==> src/design/rvob_pkg.sv <==
// ----------------------------------------------------------------------------
// rvob_pkg: shared types and constants for the ray versus oriented boxes block
// Field widths, derived datapath widths, queue item and box entry records.
// ----------------------------------------------------------------------------
`default_nettype none

package rvob_pkg;

    // default table depth for the top level
    localparam int MAX_BOXES_DEF = 64;
    // trig values are Q15: scale is 2**TRIG_SHIFT
    localparam int TRIG_SHIFT = 15;
    // queue depth between front and back
    localparam int QUEUE_DEPTH = 2;

    // field widths
    localparam int CNT_W   = 7;
    localparam int SLOT_W  = 6;
    localparam int PT_W    = 32;
    localparam int HALF_W  = 31;
    localparam int TRIG_W  = 17;
    localparam int REACH_W = 31;

    // datapath widths
    localparam int EX_W    = PT_W + 1;                    // origin minus center
    localparam int PROD_W  = EX_W + TRIG_W;               // offset times trig
    localparam int ROT_W   = PROD_W + 1;                  // sum of two products
    localparam int LOC_W   = ROT_W - TRIG_SHIFT;          // local origin
    localparam int DPROD_W = 2 * TRIG_W;                  // direction times trig
    localparam int DSUM_W  = DPROD_W + 1;
    localparam int DIR_W   = DSUM_W - TRIG_SHIFT;         // local direction
    localparam int SPAN_W  = LOC_W + 1;                   // bound minus origin
    localparam int NUM_W   = SPAN_W + TRIG_SHIFT;         // scaled numerator

    typedef enum logic {
        ITEM_WRITE = 1'b0,
        ITEM_CAST  = 1'b1
    } item_kind_t;

    typedef struct packed {
        item_kind_t                 kind;
        logic [SLOT_W-1:0]          slot;
        logic signed [PT_W-1:0]     point_x;
        logic signed [PT_W-1:0]     point_y;
        logic [HALF_W-1:0]          half_w;
        logic [HALF_W-1:0]          half_h;
        logic signed [TRIG_W-1:0]   rot_cosine;
        logic signed [TRIG_W-1:0]   rot_sine;
        logic signed [TRIG_W-1:0]   ray_dir_x;
        logic signed [TRIG_W-1:0]   ray_dir_y;
        logic [REACH_W-1:0]         reach;
        logic [CNT_W-1:0]           count;
    } queue_item_t;

    typedef struct packed {
        logic full;
        logic empty;
    } queue_status_t;

    typedef struct packed {
        logic signed [PT_W-1:0]   center_x;
        logic signed [PT_W-1:0]   center_y;
        logic [HALF_W-1:0]        half_w;
        logic [HALF_W-1:0]        half_h;
        logic signed [TRIG_W-1:0] cosine;
        logic signed [TRIG_W-1:0] sine;
    } box_entry_t;

    typedef enum logic [3:0] {
        B_IDLE,
        B_READ,
        B_MUL,
        B_SUM,
        B_PREP,
        B_DIV,
        B_EVAL_X,
        B_EVAL_Y,
        B_FINISH
    } back_state_t;

endpackage

`default_nettype wire

==> src/design/rvob_front.sv <==
// ----------------------------------------------------------------------------
// rvob_front: input acceptance and classification
// Holds the active box count, drops writes beyond the table, queues the rest.
// ----------------------------------------------------------------------------
`default_nettype none

module rvob_front import rvob_pkg::*; #(
    parameter int MAX_BOXES = MAX_BOXES_DEF
) (
    input  wire logic                   aclk,
    input  wire logic                   aresetn,
    input  wire logic                   s_valid,
    output logic                        s_ready,
    input  wire logic                   s_cmd,
    input  wire logic [SLOT_W-1:0]      s_box_slot,
    input  wire logic signed [PT_W-1:0] s_point_x,
    input  wire logic signed [PT_W-1:0] s_point_y,
    input  wire logic [HALF_W-1:0]      s_half_w,
    input  wire logic [HALF_W-1:0]      s_half_h,
    input  wire logic signed [TRIG_W-1:0] s_rot_cosine,
    input  wire logic signed [TRIG_W-1:0] s_rot_sine,
    input  wire logic signed [TRIG_W-1:0] s_ray_dir_x,
    input  wire logic signed [TRIG_W-1:0] s_ray_dir_y,
    input  wire logic [REACH_W-1:0]     s_reach,
    input  wire logic                   cfg_valid,
    output logic                        cfg_ready,
    input  wire logic [CNT_W-1:0]       cfg_data,
    input  wire queue_status_t          q_status,
    output logic                        push,
    output queue_item_t                 push_item
);

    logic [CNT_W-1:0] active_boxes_reg;
    logic [31:0]      count_sat;
    logic             slot_ok;
    item_kind_t       kind;

    assign cfg_ready = 1'b1;
    assign s_ready   = !q_status.full;
    assign kind      = item_kind_t'(s_cmd);

    // saturate the box count to the table depth
    assign count_sat = (32'(active_boxes_reg) > 32'(MAX_BOXES)) ? 32'(MAX_BOXES)
                                                                : 32'(active_boxes_reg);
    assign slot_ok   = (32'(s_box_slot) < 32'(MAX_BOXES));

    // drop writes to slots beyond the table
    assign push = s_valid && s_ready && ((kind == ITEM_CAST) || slot_ok);

    always_comb begin
        push_item.kind       = kind;
        push_item.slot       = s_box_slot;
        push_item.point_x    = s_point_x;
        push_item.point_y    = s_point_y;
        push_item.half_w     = s_half_w;
        push_item.half_h     = s_half_h;
        push_item.rot_cosine = s_rot_cosine;
        push_item.rot_sine   = s_rot_sine;
        push_item.ray_dir_x  = s_ray_dir_x;
        push_item.ray_dir_y  = s_ray_dir_y;
        push_item.reach      = s_reach;
        push_item.count      = count_sat[CNT_W-1:0];
    end

    always_ff @(posedge aclk) begin
        if (!aresetn) begin
            active_boxes_reg <= '0;
        end else if (cfg_valid && cfg_ready) begin
            active_boxes_reg <= cfg_data;
        end
    end

endmodule

`default_nettype wire

==> config.mk <==
export PLATFORM = sky130hd
export DESIGN_NAME = rvob_front
export DESIGN_NICKNAME = d
export VERILOG_FILES = /design/src/design/rvob_pkg.sv /design/src/design/rvob_front.sv
export SDC_FILE = /design/constraint.sdc
export NUM_CORES = 1
export LEC_CHECK = 0
export ABC_AREA = 1
export BUFFER_PORTS_ARGS = -buffer_cell sky130_fd_sc_hd__buf_2
export CORE_AREA = 2 2 191 193
export DETAILED_ROUTE_END_ITERATION = 7
export DIE_AREA = 0 0 193 195
export PLACE_DENSITY = 0.3
export RECOVER_POWER = 100
export SYNTH_ARGS = -nofsm -noshare
export SYNTH_HDL_FRONTEND = slang
export SYNTH_SLANG_ARGS = --single-unit
==> constraint.sdc <==
create_clock -name aclk -period 1.05 [get_ports aclk]
set_input_delay 0.1575 -clock aclk [delete_from_list [all_inputs] [get_ports aclk]]
set_output_delay 0.1575 -clock aclk [all_outputs]
set_load 0.05 [all_outputs]
==> impl_metrics.csv <==
group,metric,value,unit
timing,hold_violations,0,
synthesis,synthTopCellsByArea,"buf_4 85%, dfxtp_1 6.8%, a21oi_1 1.9%",
critical_path,cp_cell_sequence,"nor2_4 -> nand3_2 -> a21oi_2 -> buf_6",
timing,finalSetupViolCount,6,
global_routing,grt_pass1_vias,850,
routing,drt_iter0_markers,12,
routing,vias,753,
min_path,hp-class,"in2reg",
critical_path,critical_path_arrival,1120,ps
min_path,min_to,"active_boxes_reg[6]$_SDFFE_PN0P_",
status,status,"finished with violations",
timing,holdWs,166,ps
synthesis,synth_fp_nets,524,
placed_design,gp_congestion,0.625,
timing,rsz0062_at_grt,"true",
synthesis,postSynthCellCount,279,
floorplan,fp.dieH,195,µm
global_routing,grt_antenna_before_repair,0,
synthesis,netlist_area,2070,µm²
cts,root_buffer,"clkbuf_16",
cts,htreeDepth,1,
synthesis,yosysTopAreaCell,"buf_4",
floorplan,core,35400,µm²
cts,clk_path_buf_depth,2,
pwr,p_leak,0.285,nW
cts,cts_tree,"yes",
global_routing,grt_pass1_wl,7140,µm
layout,fillCellCount,4237,
global_routing,grt_overflow,0,
synthesis,ys_ff_latch,7,
synthesis,ys_types,14,
cts,cts_sinks,7,
timing,period_needed,1280,ps
layout,finalNonFillerCells,529,
cts,clock_latency,230,ps
routing,routed_wl,6110,µm
flow_run,drv_cap,0,
layout,largest_reg_flops,7,
floorplan,die_w,193,µm
pwr,power_density,1030,nW/µm²
critical_path,crit_slowest_cell,"dfxtp_2",
global_routing,top_usage_layer,"met4",
routing,post_drt_via_cell_ratio,1.42,
critical_path,path_max_fanout,2,
layout,fin_nets,314,
placed_design,dp.cells,524,
global_routing,groute.layer.met1.usage,1.39,%
synthesis,yosysTopAreaCellShare,84.6,%
global_routing,met2_usage,2.89,%
min_path,worstHoldStart,"cfg_data[6]",
placed_design,io_buffers,20,
floorplan,start_util,5.84,%
floorplan,ioPinCount,487,
critical_path,cpPeakStageDelay,320,ps
synthesis,ys_warn_count,0,
cts,numCtsBuffers,3,
synthesis,yosysSeqAreaShare,6.78,%
timing,setup_ws,-226,ps
pwr,power.total,0.00122,W
global_routing,grt_max_degree,14,
placed_design,dp_hpwl,5020,µm
timing,fin_skew,0,ps
floorplan,placementRows,69,
critical_path,cp-end-kind,"output pin",
critical_path,r2r_end,"active_boxes_reg[6]$_SDFFE_PN0P_",
critical_path,startpoint_type,"flip-flop",
timing,fin_crit_sh,121,%
synthesis,syn_area_per_cell,7.41,µm²
critical_path,reg2reg_from,"active_boxes_reg[6]$_SDFFE_PN0P_",
layout,antenna_cells,0,
placed_design,place_ws,-151,ps
global_routing,use_met3,3.11,%
floorplan,die_area,37600,µm²
min_path,hold_depth,3,
routing,avgRoutedWirePerCell,11.6,µm
routing,drc,0,
routing,ant_nets,0,
critical_path,worstSetupPathType,"reg2out",
global_routing,grt_use_total,2.86,%
layout,area_delta_synth_final,-42.6,%
timing,max_freq,784,MHz
routing,first_pass_iters,3,
critical_path,cp.required,890,ps
critical_path,reg2reg_depth,2,
critical_path,r2r_slack,320,ps
pwr,ir_drop,0.643,mV
cts,clk_pin_slew,40,ps
status,violations,"setup timing",
timing,slew_viol_final,0,
layout,drive_gt1_share,63.2,%
-- worst max path at each step --
stage / slack [ps] / endpoint / start / depth (start not counted)
after global placement: -150 / push_item[3] / active_boxes_reg[0]$_SDFFE_PN0P_ / 4
after floorplan: -210 / push_item[0] / active_boxes_reg[6]$_SDFFE_PN0P_ / 2
after CTS: -220 / push_item[3] / active_boxes_reg[1]$_SDFFE_PN0P_ / 4
after global routing: -280 / push_item[3] / active_boxes_reg[1]$_SDFFE_PN0P_ / 4
after detailed placement: -150 / push_item[3] / active_boxes_reg[0]$_SDFFE_PN0P_ / 4
final: -230 / push_item[3] / active_boxes_reg[1]$_SDFFE_PN0P_ / 4
-- placed cells by master (no fill, tap or decap), types with 2 or more instances in the layout --
cell,instances
buf_2,11
a21oi_1,6
nor2_4,5
inv_1,5
inv_2,4
o21ai_0,4
buf_6,4
buf_8,4
nor2_1,3
dfxtp_2,3
dfxtp_1,3
clkbuf_16,3
nor2_2,2
a21oi_2,2
o21ai_1,2
clkbuf_2,2
-- cell families (layout without fill, tap and decap cells) --
| kind of cell | count (synthesis) | after routing | share of synthesized area (%) |
|---|---|---|---|
| AOI/OAI and AO/OA | 15 | 15 | 3.81 |
| buffers and inverters | 245 | 34 | 87.2 |
| DFF | 7 | 7 | 6.78 |
| other | 1 | 1 | 0.181 |
| and+or+nand+nor | 11 | 11 | 2.06 |
-- final cells by class --
type | instances | area, µm² | area share (%)
Inverter | 9 | 33.8 | 2.85
Multi-Input combinational cell | 27 | 180 | 15.2
Timing Repair Buffer | 21 | 170 | 14.3
Tap cell | 461 | 577 | 48.6
Sequential cell | 7 | 148 | 12.4
Clock buffer | 4 | 78.8 | 6.64
-- synthesized netlist by cell type, drive strengths merged --
library cell  count
buf             234
inv               9
clkbuf            2
nand3             1
o21ai             7
conb              1
nor2             10
a21oi             8
dfxtp             7
-- layer usage --
metal	vias up	part of all wire, %
met4	0	26
li1	186	-
met1	233	16
met2	180	32
met5	-	0
met3	154	27
-- critical path, delay by kind of cell (launching register included) --
kind / cells / cell delay, ps
compound gates: 1 / 160
buf+inv: 1 / 170
flops: 1 / 320
simple gates: 2 / 230
-- where the power goes --
group	leakage [nW]	internal (W)	switching [W]
clock	0.0382	0.000505	0.000137
combinational	0.187	0.0000995	0.000166
sequential	0.0597	0.000288	0.0000267
-- timing repair --
item,in CTS,in global routing
pin swaps,6,4
endpoints found under the hold margin,0,0
gates resized for setup,36,6
buffers inserted,1,0
setup endpoints to repair,7,7
hold buffers,0,0
-- metrics by stage --
step	setup TNS, ps	util (%)	cell area, µm²
floorplan	-1120	-	2080
global placement	-259	2.78	983
detailed placement	-283	2.78	983
CTS	-522	3.32	1170
global route	-839	3.35	1190
finish	-542	3.35	1190
Note: power is estimated with default switching activity, not from simulation.
