$ cat config.mk
export PLATFORM = sky130hd
export DESIGN_NAME = rvob_queue
export DESIGN_NICKNAME = d
export VERILOG_FILES = /design/src/design/rvob_pkg.sv /design/src/design/rvob_queue.sv
export SDC_FILE = /design/constraint.sdc
export NUM_CORES = 1
export LEC_CHECK = 0
export ABC_CLOCK_PERIOD_IN_PS = 14650
export BUFFER_PORTS_ARGS = -buffer_cell sky130_fd_sc_hd__buf_4
export CORE_UTILIZATION = 53
export CTS_CLUSTER_DIAMETER = 40
export DETAILED_ROUTE_END_ITERATION = 7
export PLACE_DENSITY = 0.84
export SKIP_LAST_GASP = 1
export SLEW_MARGIN = 30
export SYNTH_ARGS = -nofsm -noshare
export SYNTH_HDL_FRONTEND = slang
export SYNTH_SLANG_ARGS = --single-unit
$ cat constraint.sdc
create_clock -name aclk -period 14.65 [get_ports aclk]
set_input_delay 0 -clock aclk [delete_from_list [all_inputs] [get_ports aclk]]
set_output_delay 0 -clock aclk [all_outputs]
set_load 0.05 [all_outputs]
$ cat src/design/rvob_pkg.sv
// ----------------------------------------------------------------------------
// rvob_pkg: shared types and constants for the ray versus oriented boxes block
// Field widths, derived datapath widths, queue item and box entry records.
// ----------------------------------------------------------------------------
`default_nettype none

package rvob_pkg;

    // default table depth for the top level
    localparam int MAX_BOXES_DEF = 64;
    // trig values are Q15: scale is 2**TRIG_SHIFT
    localparam int TRIG_SHIFT = 15;
    // queue depth between front and back
    localparam int QUEUE_DEPTH = 2;

    // field widths
    localparam int CNT_W   = 7;
    localparam int SLOT_W  = 6;
    localparam int PT_W    = 32;
    localparam int HALF_W  = 31;
    localparam int TRIG_W  = 17;
    localparam int REACH_W = 31;

    // datapath widths
    localparam int EX_W    = PT_W + 1;                    // origin minus center
    localparam int PROD_W  = EX_W + TRIG_W;               // offset times trig
    localparam int ROT_W   = PROD_W + 1;                  // sum of two products
    localparam int LOC_W   = ROT_W - TRIG_SHIFT;          // local origin
    localparam int DPROD_W = 2 * TRIG_W;                  // direction times trig
    localparam int DSUM_W  = DPROD_W + 1;
    localparam int DIR_W   = DSUM_W - TRIG_SHIFT;         // local direction
    localparam int SPAN_W  = LOC_W + 1;                   // bound minus origin
    localparam int NUM_W   = SPAN_W + TRIG_SHIFT;         // scaled numerator

    typedef enum logic {
        ITEM_WRITE = 1'b0,
        ITEM_CAST  = 1'b1
    } item_kind_t;

    typedef struct packed {
        item_kind_t                 kind;
        logic [SLOT_W-1:0]          slot;
        logic signed [PT_W-1:0]     point_x;
        logic signed [PT_W-1:0]     point_y;
        logic [HALF_W-1:0]          half_w;
        logic [HALF_W-1:0]          half_h;
        logic signed [TRIG_W-1:0]   rot_cosine;
        logic signed [TRIG_W-1:0]   rot_sine;
        logic signed [TRIG_W-1:0]   ray_dir_x;
        logic signed [TRIG_W-1:0]   ray_dir_y;
        logic [REACH_W-1:0]         reach;
        logic [CNT_W-1:0]           count;
    } queue_item_t;

    typedef struct packed {
        logic full;
        logic empty;
    } queue_status_t;

    typedef struct packed {
        logic signed [PT_W-1:0]   center_x;
        logic signed [PT_W-1:0]   center_y;
        logic [HALF_W-1:0]        half_w;
        logic [HALF_W-1:0]        half_h;
        logic signed [TRIG_W-1:0] cosine;
        logic signed [TRIG_W-1:0] sine;
    } box_entry_t;

    typedef enum logic [3:0] {
        B_IDLE,
        B_READ,
        B_MUL,
        B_SUM,
        B_PREP,
        B_DIV,
        B_EVAL_X,
        B_EVAL_Y,
        B_FINISH
    } back_state_t;

endpackage

`default_nettype wire

$ cat src/design/rvob_queue.sv
// ----------------------------------------------------------------------------
// rvob_queue: short item queue between front and back
// Holds classified items so that each side can stall on its own.
// ----------------------------------------------------------------------------
`default_nettype none

module rvob_queue import rvob_pkg::*; #(
    parameter int DEPTH = QUEUE_DEPTH
) (
    input  wire logic          aclk,
    input  wire logic          aresetn,
    input  wire logic          push,
    input  wire queue_item_t   push_item,
    input  wire logic          pop,
    output queue_item_t        pop_item,
    output queue_status_t      status
);

    localparam int AW = (DEPTH > 1) ? $clog2(DEPTH) : 1;
    localparam int CW = $clog2(DEPTH + 1);

    queue_item_t           slots [DEPTH];
    logic [AW-1:0]         wr_ptr_reg, wr_ptr_next;
    logic [AW-1:0]         rd_ptr_reg, rd_ptr_next;
    logic [CW-1:0]         fill_reg, fill_next;
    logic                  do_push, do_pop;

    assign status.full  = (fill_reg == CW'(DEPTH));
    assign status.empty = (fill_reg == '0);
    assign do_push      = push && !status.full;
    assign do_pop       = pop && !status.empty;
    assign pop_item     = slots[rd_ptr_reg];

    // advance pointers with wrap
    always_comb begin
        wr_ptr_next = wr_ptr_reg;
        rd_ptr_next = rd_ptr_reg;
        fill_next   = fill_reg;
        if (do_push) begin
            wr_ptr_next = (wr_ptr_reg == AW'(DEPTH - 1)) ? '0 : wr_ptr_reg + 1'b1;
        end
        if (do_pop) begin
            rd_ptr_next = (rd_ptr_reg == AW'(DEPTH - 1)) ? '0 : rd_ptr_reg + 1'b1;
        end
        if (do_push && !do_pop) begin
            fill_next = fill_reg + 1'b1;
        end else if (do_pop && !do_push) begin
            fill_next = fill_reg - 1'b1;
        end
    end

    always_ff @(posedge aclk) begin
        if (!aresetn) begin
            wr_ptr_reg <= '0;
            rd_ptr_reg <= '0;
            fill_reg   <= '0;
        end else begin
            wr_ptr_reg <= wr_ptr_next;
            rd_ptr_reg <= rd_ptr_next;
            fill_reg   <= fill_next;
        end
    end

    // store the pushed item
    always_ff @(posedge aclk) begin
        if (do_push) begin
            slots[wr_ptr_reg] <= push_item;
        end
    end

endmodule

`default_nettype wire

==> flow_metrics.env, run 1 <==
export IMPL_status="finished, final reports clean"
export IMPL_tritoncts="yes"
export IMPL_ys_ff_latch=483
export IMPL_final_common_cell="buf_4"
export IMPL_slew_violations=0
export IMPL_fmax_mhz=330
export IMPL_period_needed_ns=3.03
export IMPL_setup_viol=0
export IMPL_gr_total_overflow=0
export IMPL_synth_top_cell_by_area="edfxtp_1"
export IMPL_drive_gt1_share_pct=51.5
export IMPL_start_util_pct=54.4
export IMPL_avgSynthCellArea_um2=23.9
export IMPL_routed_wl_um=49400
export IMPL_syn_area_um2=18400
export IMPL_p_per_area_nw_per_um2=192
export IMPL_die_h_um=188
export IMPL_synth_nets=1013
export IMPL_finalCritPeriodShare_pct=20.7
export IMPL_fp_row_count=67
export IMPL_die_area_um2=35400
export IMPL_regToRegStartpoint="fill_reg[0]$_SDFFE_PN0P_"
export IMPL_cts_resized=0
export IMPL_dr_total_vias=10485
export IMPL_gp_congestion=0.811
export IMPL_die_w_um=188
export IMPL_grt_usage_pct=27.6
export IMPL_grt_pass1_vias=11675
export IMPL_hp_class="in -> reg"
export IMPL_largest_register_ffs=478
export IMPL_clock_skew_final_ns=0.0164
export IMPL_h_tree_depth=2
export IMPL_area_growth_pct=44.4
export IMPL_endpoint_kind="output pin"
export IMPL_ios=484
export IMPL_clockRootBuffer="clkbuf_16"
export IMPL_synth_cell_types=23
export IMPL_slew_headroom_pct=26.2
export IMPL_yosysTopAreaCellShare_pct=78.1
export IMPL_hpwlAfterDp_um=25900
export IMPL_drt_pre_antenna_iters=4
export IMPL_cts_buffers=55
export IMPL_crit_type="reg -> out"
export IMPL_r2r_slack_ns=11.76
export IMPL_power_w=0.00510
export IMPL_grt_max_degree=167
export IMPL_antenna_found_initial=4
export IMPL_final_nets=1776
export IMPL_required_ns=14.65
export IMPL_drc=0
export IMPL_start_kind="flip-flop"
export IMPL_grt_pass1_wl_um=71600
export IMPL_critical_path_arrival_ns=3.03
export IMPL_p_leak_nw=10.4
export IMPL_yosysSeqAreaShare_pct=78.6
export IMPL_hold_violations=0
export IMPL_clk_latency_ns=0.59
export IMPL_core_region_area_um2=33800
export IMPL_numPortBuffers=483
export IMPL_synth_area_leaders="edfxtp_1 (78%), mux2_4 (17%), mux2_2 (2.3%), buf_8 (0.90%), buf_6 (0.80%)"
export IMPL_ant_nets=0
export IMPL_layout_common_cells="buf_4 (483), edfxtp_1 (478), dlygate4sd3_1 (243), mux2_4 (202), clkbuf_16 (56)"
export IMPL_viasPerCell=5.17
export IMPL_max_slew_worst_pin_slew_ns=1.11
export IMPL_path_clk_slew_ns=0.06
export IMPL_crit_end="pop_item[225]"
export IMPL_crit_fanout=85
export IMPL_drv_cap=0
export IMPL_rsz0062_at_grt="false"
export IMPL_cts_sinks=483
export IMPL_clock_path_buffers=3
export IMPL_wl_per_cell_um=24.4
export IMPL_drt_iter0_markers=639
export IMPL_yosys_warnings=0
export IMPL_tns_ns=0
export IMPL_worstReg2RegEnd="slots[1][74]$_DFFE_PP_"
export IMPL_r2r_cells=4
export IMPL_vdd_drop_max_v=0.000131
export IMPL_syn_inst=769
## through the flow
stage               hold WS (ns)  setup WS [ns]  instances  instance area [um2]  util (%)
CTS                       0.0910          11.54       2024                26500      78.5
floorplan                 0.0989           3.98        769                18400         -
finish                     0.138          11.62       2029                26500      78.6
global route               0.122          11.47       2028                26500      78.5
global placement           0.185          11.88       1678                22300      66.0
detailed placement         0.187          11.96       1680                22400      66.2
## report_power, final
part	internal (W)	total (W)	switching (W)
sequential	0.00174	0.00182	0.0000783
combinational	0.000716	0.00197	0.00125
clock	0.000745	0.00131	0.000566
total	0.00320	0.00510	0.00190
## repair_timing
action,CTS,global route
hold buffers,243,0
setup buffers,0,0
hold endpoints to repair,483,0
## cell usage after synthesis
cell type / count
edfxtp_1: 478
mux2_4: 202
mux2_2: 37
buf_6: 13
buf_8: 11
dfxtp_1: 5
and2_1: 3
buf_2: 2
inv_1: 2
nor2_1: 2
xnor2_1: 2
a21boi_0: 1
a21boi_1: 1
and3_1: 1
buf_12: 1
ha_1: 1
nand2b_1: 1
nor3_2: 1
o21a_1: 1
o21ai_0: 1
o21ai_1: 1
or3_1: 1
xor2_1: 1
## worst max-delay path, stage by stage, from the launching register on
cell and delay (ns):
dfxtp_4 0.81, buf_12 0.42, buf_16 0.48, mux2_2 0.41, buf_4 0.20
## kinds of logic (layout without fill, tap and decap cells)
| family | after synthesis | in the layout | synth area share [%] |
|---|---|---|---|
| adder cells (fa/ha/maj) | 1 | 1 | 0.0681 |
| buffers and inverters | 29 | 836 | 1.90 |
| AND/OR/NAND/NOR | 9 | 9 | 0.300 |
| other | 0 | 5 | 0 |
| multiplexers | 239 | 239 | 18.8 |
| flip-flops | 483 | 483 | 78.6 |
| XOR/XNOR | 3 | 3 | 0.143 |
| AO/OA/AOI/OAI | 5 | 5 | 0.177 |
## worst min path at each step
stage / startpoint / to / slack, ns / depth (start not counted)
finish: push_item[96] / slots[1][96]$_DFFE_PP_ / 0.14 / 2
global route: push_item[18] / slots[0][18]$_DFFE_PP_ / 0.12 / 2
CTS: push_item[29] / slots[1][29]$_DFFE_PP_ / 0.09 / 2
detailed placement: push_item[3] / slots[1][3]$_DFFE_PP_ / 0.19 / 1
global placement: push_item[208] / slots[0][208]$_DFFE_PP_ / 0.18 / 1
floorplan: push_item[0] / slots[0][0]$_DFFE_PP_ / 0.1 / 0
## routing by layer
| layer | track usage, % | part of all wire [%] | vias to the layer above |
|---|---|---|---|
| li1 | - | - | 4596 |
| met1 | 29.5 | 34 | 5246 |
| met2 | 51.3 | 54 | 545 |
| met3 | 7.58 | 8.6 | 98 |
| met4 | 11.1 | 3.5 | 0 |
| met5 | 0 | 0 | - |
## area by class of cell
class / count / area [um2]
antenna: 5 / 12.5
inverter: 2 / 7.51
timing repair buffer: 733 / 6190
clock inverter: 34 / 282
fill: 1570 / 7250
tap: 448 / 561
sequential: 483 / 14500
clock buffer: 67 / 1440
multi-input combinational: 257 / 3590
(Power assumes the default switching activity.)
==> run 2, diff against run 1 <==
Settings changed: ABC_AREA from default to 1, ABC_CLOCK_PERIOD_IN_PS 14650 to 2800.
Clock period 14.65 ns to 2.8 ns, I/O delays scaled along.
==> flow_metrics.env, run 2 <==
export IMPL_status="finished, final reports clean"
export IMPL_synth_commonest_cells="edfxtp_1 (478), mux2_4 (202), mux2_2 (37)"
export IMPL_synth_top_cell_by_area="edfxtp_1"
export IMPL_endpoint_kind="output pin"
export IMPL_p_per_area_nw_per_um2=959
export IMPL_drt_iter0_markers=718
export IMPL_period_needed_ns=2.14
export IMPL_drt_pre_antenna_iters=5
export IMPL_hold_depth=2
export IMPL_hp_class="in -> reg"
export IMPL_tritoncts="yes"
export IMPL_crit_type="reg -> out"
export IMPL_r2r_cells=4
export IMPL_fin_util_pct=78.8
export IMPL_whs_ns=0.160
export IMPL_synthFlopType="edfxtp_1"
export IMPL_final_nets=1804
export IMPL_required_ns=2.80
export IMPL_power_w=0.0256
export IMPL_min_from="push_item[220]"
export IMPL_synth_area_leaders="edfxtp_1 (78%), mux2_4 (16%), mux2_2 (2.3%), buf_8 (0.90%), buf_6 (0.80%)"
export IMPL_final_common_cell="buf_4"
export IMPL_die_area_um2=35400
export IMPL_worstReg2RegEnd="slots[1][98]$_DFFE_PP_"
export IMPL_syn_inst=782
export IMPL_yosysSeqAreaShare_pct=78.6
export IMPL_critical_path_arrival_ns=2.14
export IMPL_rsz0062_at_grt="false"
export IMPL_ant_nets=0
export IMPL_yosysTopAreaCellShare_pct=78.1
export IMPL_fp_row_count=67
export IMPL_synthArstFlopShare_pct=0
export IMPL_drv_cap=0
export IMPL_finalCritPeriodShare_pct=76.5
export IMPL_clk_latency_ns=0.56
export IMPL_n_fill_cell=1592
export IMPL_grt_pass1_wl_um=74400
export IMPL_postCtsSetupRepairBufs=0
export IMPL_clock_skew_final_ns=0.0188
export IMPL_die_h_um=188
export IMPL_max_slew_worst_pin_slew_ns=0.749
export IMPL_wl_per_cell_um=25.0
export IMPL_setup_viol=0
export IMPL_numPortBuffers=483
export IMPL_viasPerCell=5.26
export IMPL_grt_usage_pct=28.5
export IMPL_vdd_drop_max_v=0.000698
export IMPL_slew_headroom_pct=49.9
export IMPL_yosys_warnings=0
export IMPL_synth_most_common_cell="edfxtp_1"
export IMPL_area_growth_pct=45.1
export IMPL_avgSynthCellArea_um2=23.5
export IMPL_hold_violations=0
export IMPL_regToRegStartpoint="fill_reg[1]$_SDFFE_PN0P_"
export IMPL_largest_register_ffs=478
export IMPL_cts_sinks=483
export IMPL_ios=484
export IMPL_routed_wl_um=51200
export IMPL_fmax_mhz=467
export IMPL_cts_resized=0
export IMPL_path_clk_slew_ns=0.06
export IMPL_r2r_slack_ns=0.94
export IMPL_clock_path_buffers=3
export IMPL_synth_cell_types=16
export IMPL_p_leak_nw=10.5
export IMPL_drc=0
export IMPL_dr_total_vias=10758
export IMPL_cts_buffers=54
export IMPL_layout_common_cells="buf_4 (495), edfxtp_1 (478), dlygate4sd3_1 (242), mux2_4 (202), clkbuf_16 (55)"
export IMPL_crit_fanout=27
export IMPL_drive_gt1_share_pct=51.8
export IMPL_gr_total_overflow=0
export IMPL_slew_violations=0
export IMPL_syn_area_um2=18400
export IMPL_min_to="slots[0][220]$_DFFE_PP_"
export IMPL_hpwlAfterDp_um=28100
export IMPL_h_tree_depth=2
export IMPL_start_util_pct=54.3
export IMPL_synth_nets=1026
export IMPL_ys_ff_latch=483
export IMPL_gp_congestion=0.771
export IMPL_core_region_area_um2=33900
export IMPL_synth_edf_count=478
export IMPL_start_kind="flip-flop"
export IMPL_grt_pass1_vias=12094
export IMPL_clockRootBuffer="clkbuf_16"
export IMPL_antenna_found_initial=3
export IMPL_die_w_um=188
export IMPL_grt_max_degree=72
run 2: cell types whose count changed in the layout (fill, tap and decap cells not counted), sizes merged, moves of 2 or more:
cell	before	now
buf	490	507
nor2	2	11
clkinv	20	14
nand2	0	6
inv	9	14
and2	3	0
diode	5	2
a21boi	2	0
clkbuf	67	69
clkinvlp	5	3
xnor2	2	0
run 2: layout make-up:
class	instances	area, um2	area share (%)
Clock inverter	24	226	0.849
Multi-Input combinational cell	263	3580	13.4
Sequential cell	483	14500	54.2
Inverter	9	33.8	0.127
Antenna cell	2	5.00	0.0188
Tap cell	448	561	2.10
Clock buffer	69	1430	5.36
Timing Repair Buffer	749	6380	23.9
run 2: where the power goes:
part,leakage (nW),internal [W],switching [W]
Sequential,4.50,0.00915,0.000340
Clock,0.797,0.00381,0.00285
Combinational,5.18,0.00340,0.00602
run 2: worst max-delay path by stage:
stage | start | to
2_1_floorplan | fill_reg[1]$_SDFFE_PN0P_ | slots[0][0]$_DFFE_PP_
3_3_place_gp | fill_reg[1]$_SDFFE_PN0P_ | slots[0][91]$_DFFE_PP_
3_5_place_dp | fill_reg[1]$_SDFFE_PN0P_ | slots[0][92]$_DFFE_PP_
4_1_cts | flip-flop | pop_item[236]
5_1_grt | flip-flop | pop_item[236]
6_report | flip-flop | pop_item[236]
run 2: per-stage QoR:
step / instances / area, um2 / setup WS [ns] / setup TNS, ns
2_1_floorplan: 782 / 18400 / -1.63 / -774.04
3_3_place_gp: 1710 / 22600 / 0.971 / 0
3_5_place_dp: 1710 / 22600 / 0.954 / 0
4_1_cts: 2045 / 26700 / 0.651 / 0
5_1_grt: 2047 / 26700 / 0.598 / 0
6_report: 2047 / 26700 / 0.659 / 0
run 2: cells by family (layout without fill, tap and decap cells):
group / after synthesis / count (layout) / synth area share [%]
mux: 239 / 239 / 18.8
fa+ha+maj: 1 / 1 / 0.0680
compound gates: 4 / 4 / 0.109
flops: 483 / 483 / 78.6
simple gates: 19 / 19 / 0.408
other cells: 0 / 2 / 0
buf+inv: 36 / 851 / 2.04
run 2: layer usage:
layer | vias up | share of wire, % | global-route usage (%)
li1 | 4665 | - | -
met1 | 5375 | 34 | 30.0
met2 | 619 | 55 | 55.0
met3 | 97 | 8.0 | 6.97
met4 | 2 | 3.1 | 9.47
met5 | - | 0.025 | 0
run 2: repair_timing:
item                                    CTS  global route
endpoints found under the hold margin   502             0
endpoints found under the setup margin    0             0
hold buffers                            242             0
run 2: worst max-delay path: stages (launching register included):
cell	delay [ns]
dfxtp_4	0.38
buf_12	0.24
buf_4	0.33
mux2_2	0.39
buf_4	0.20
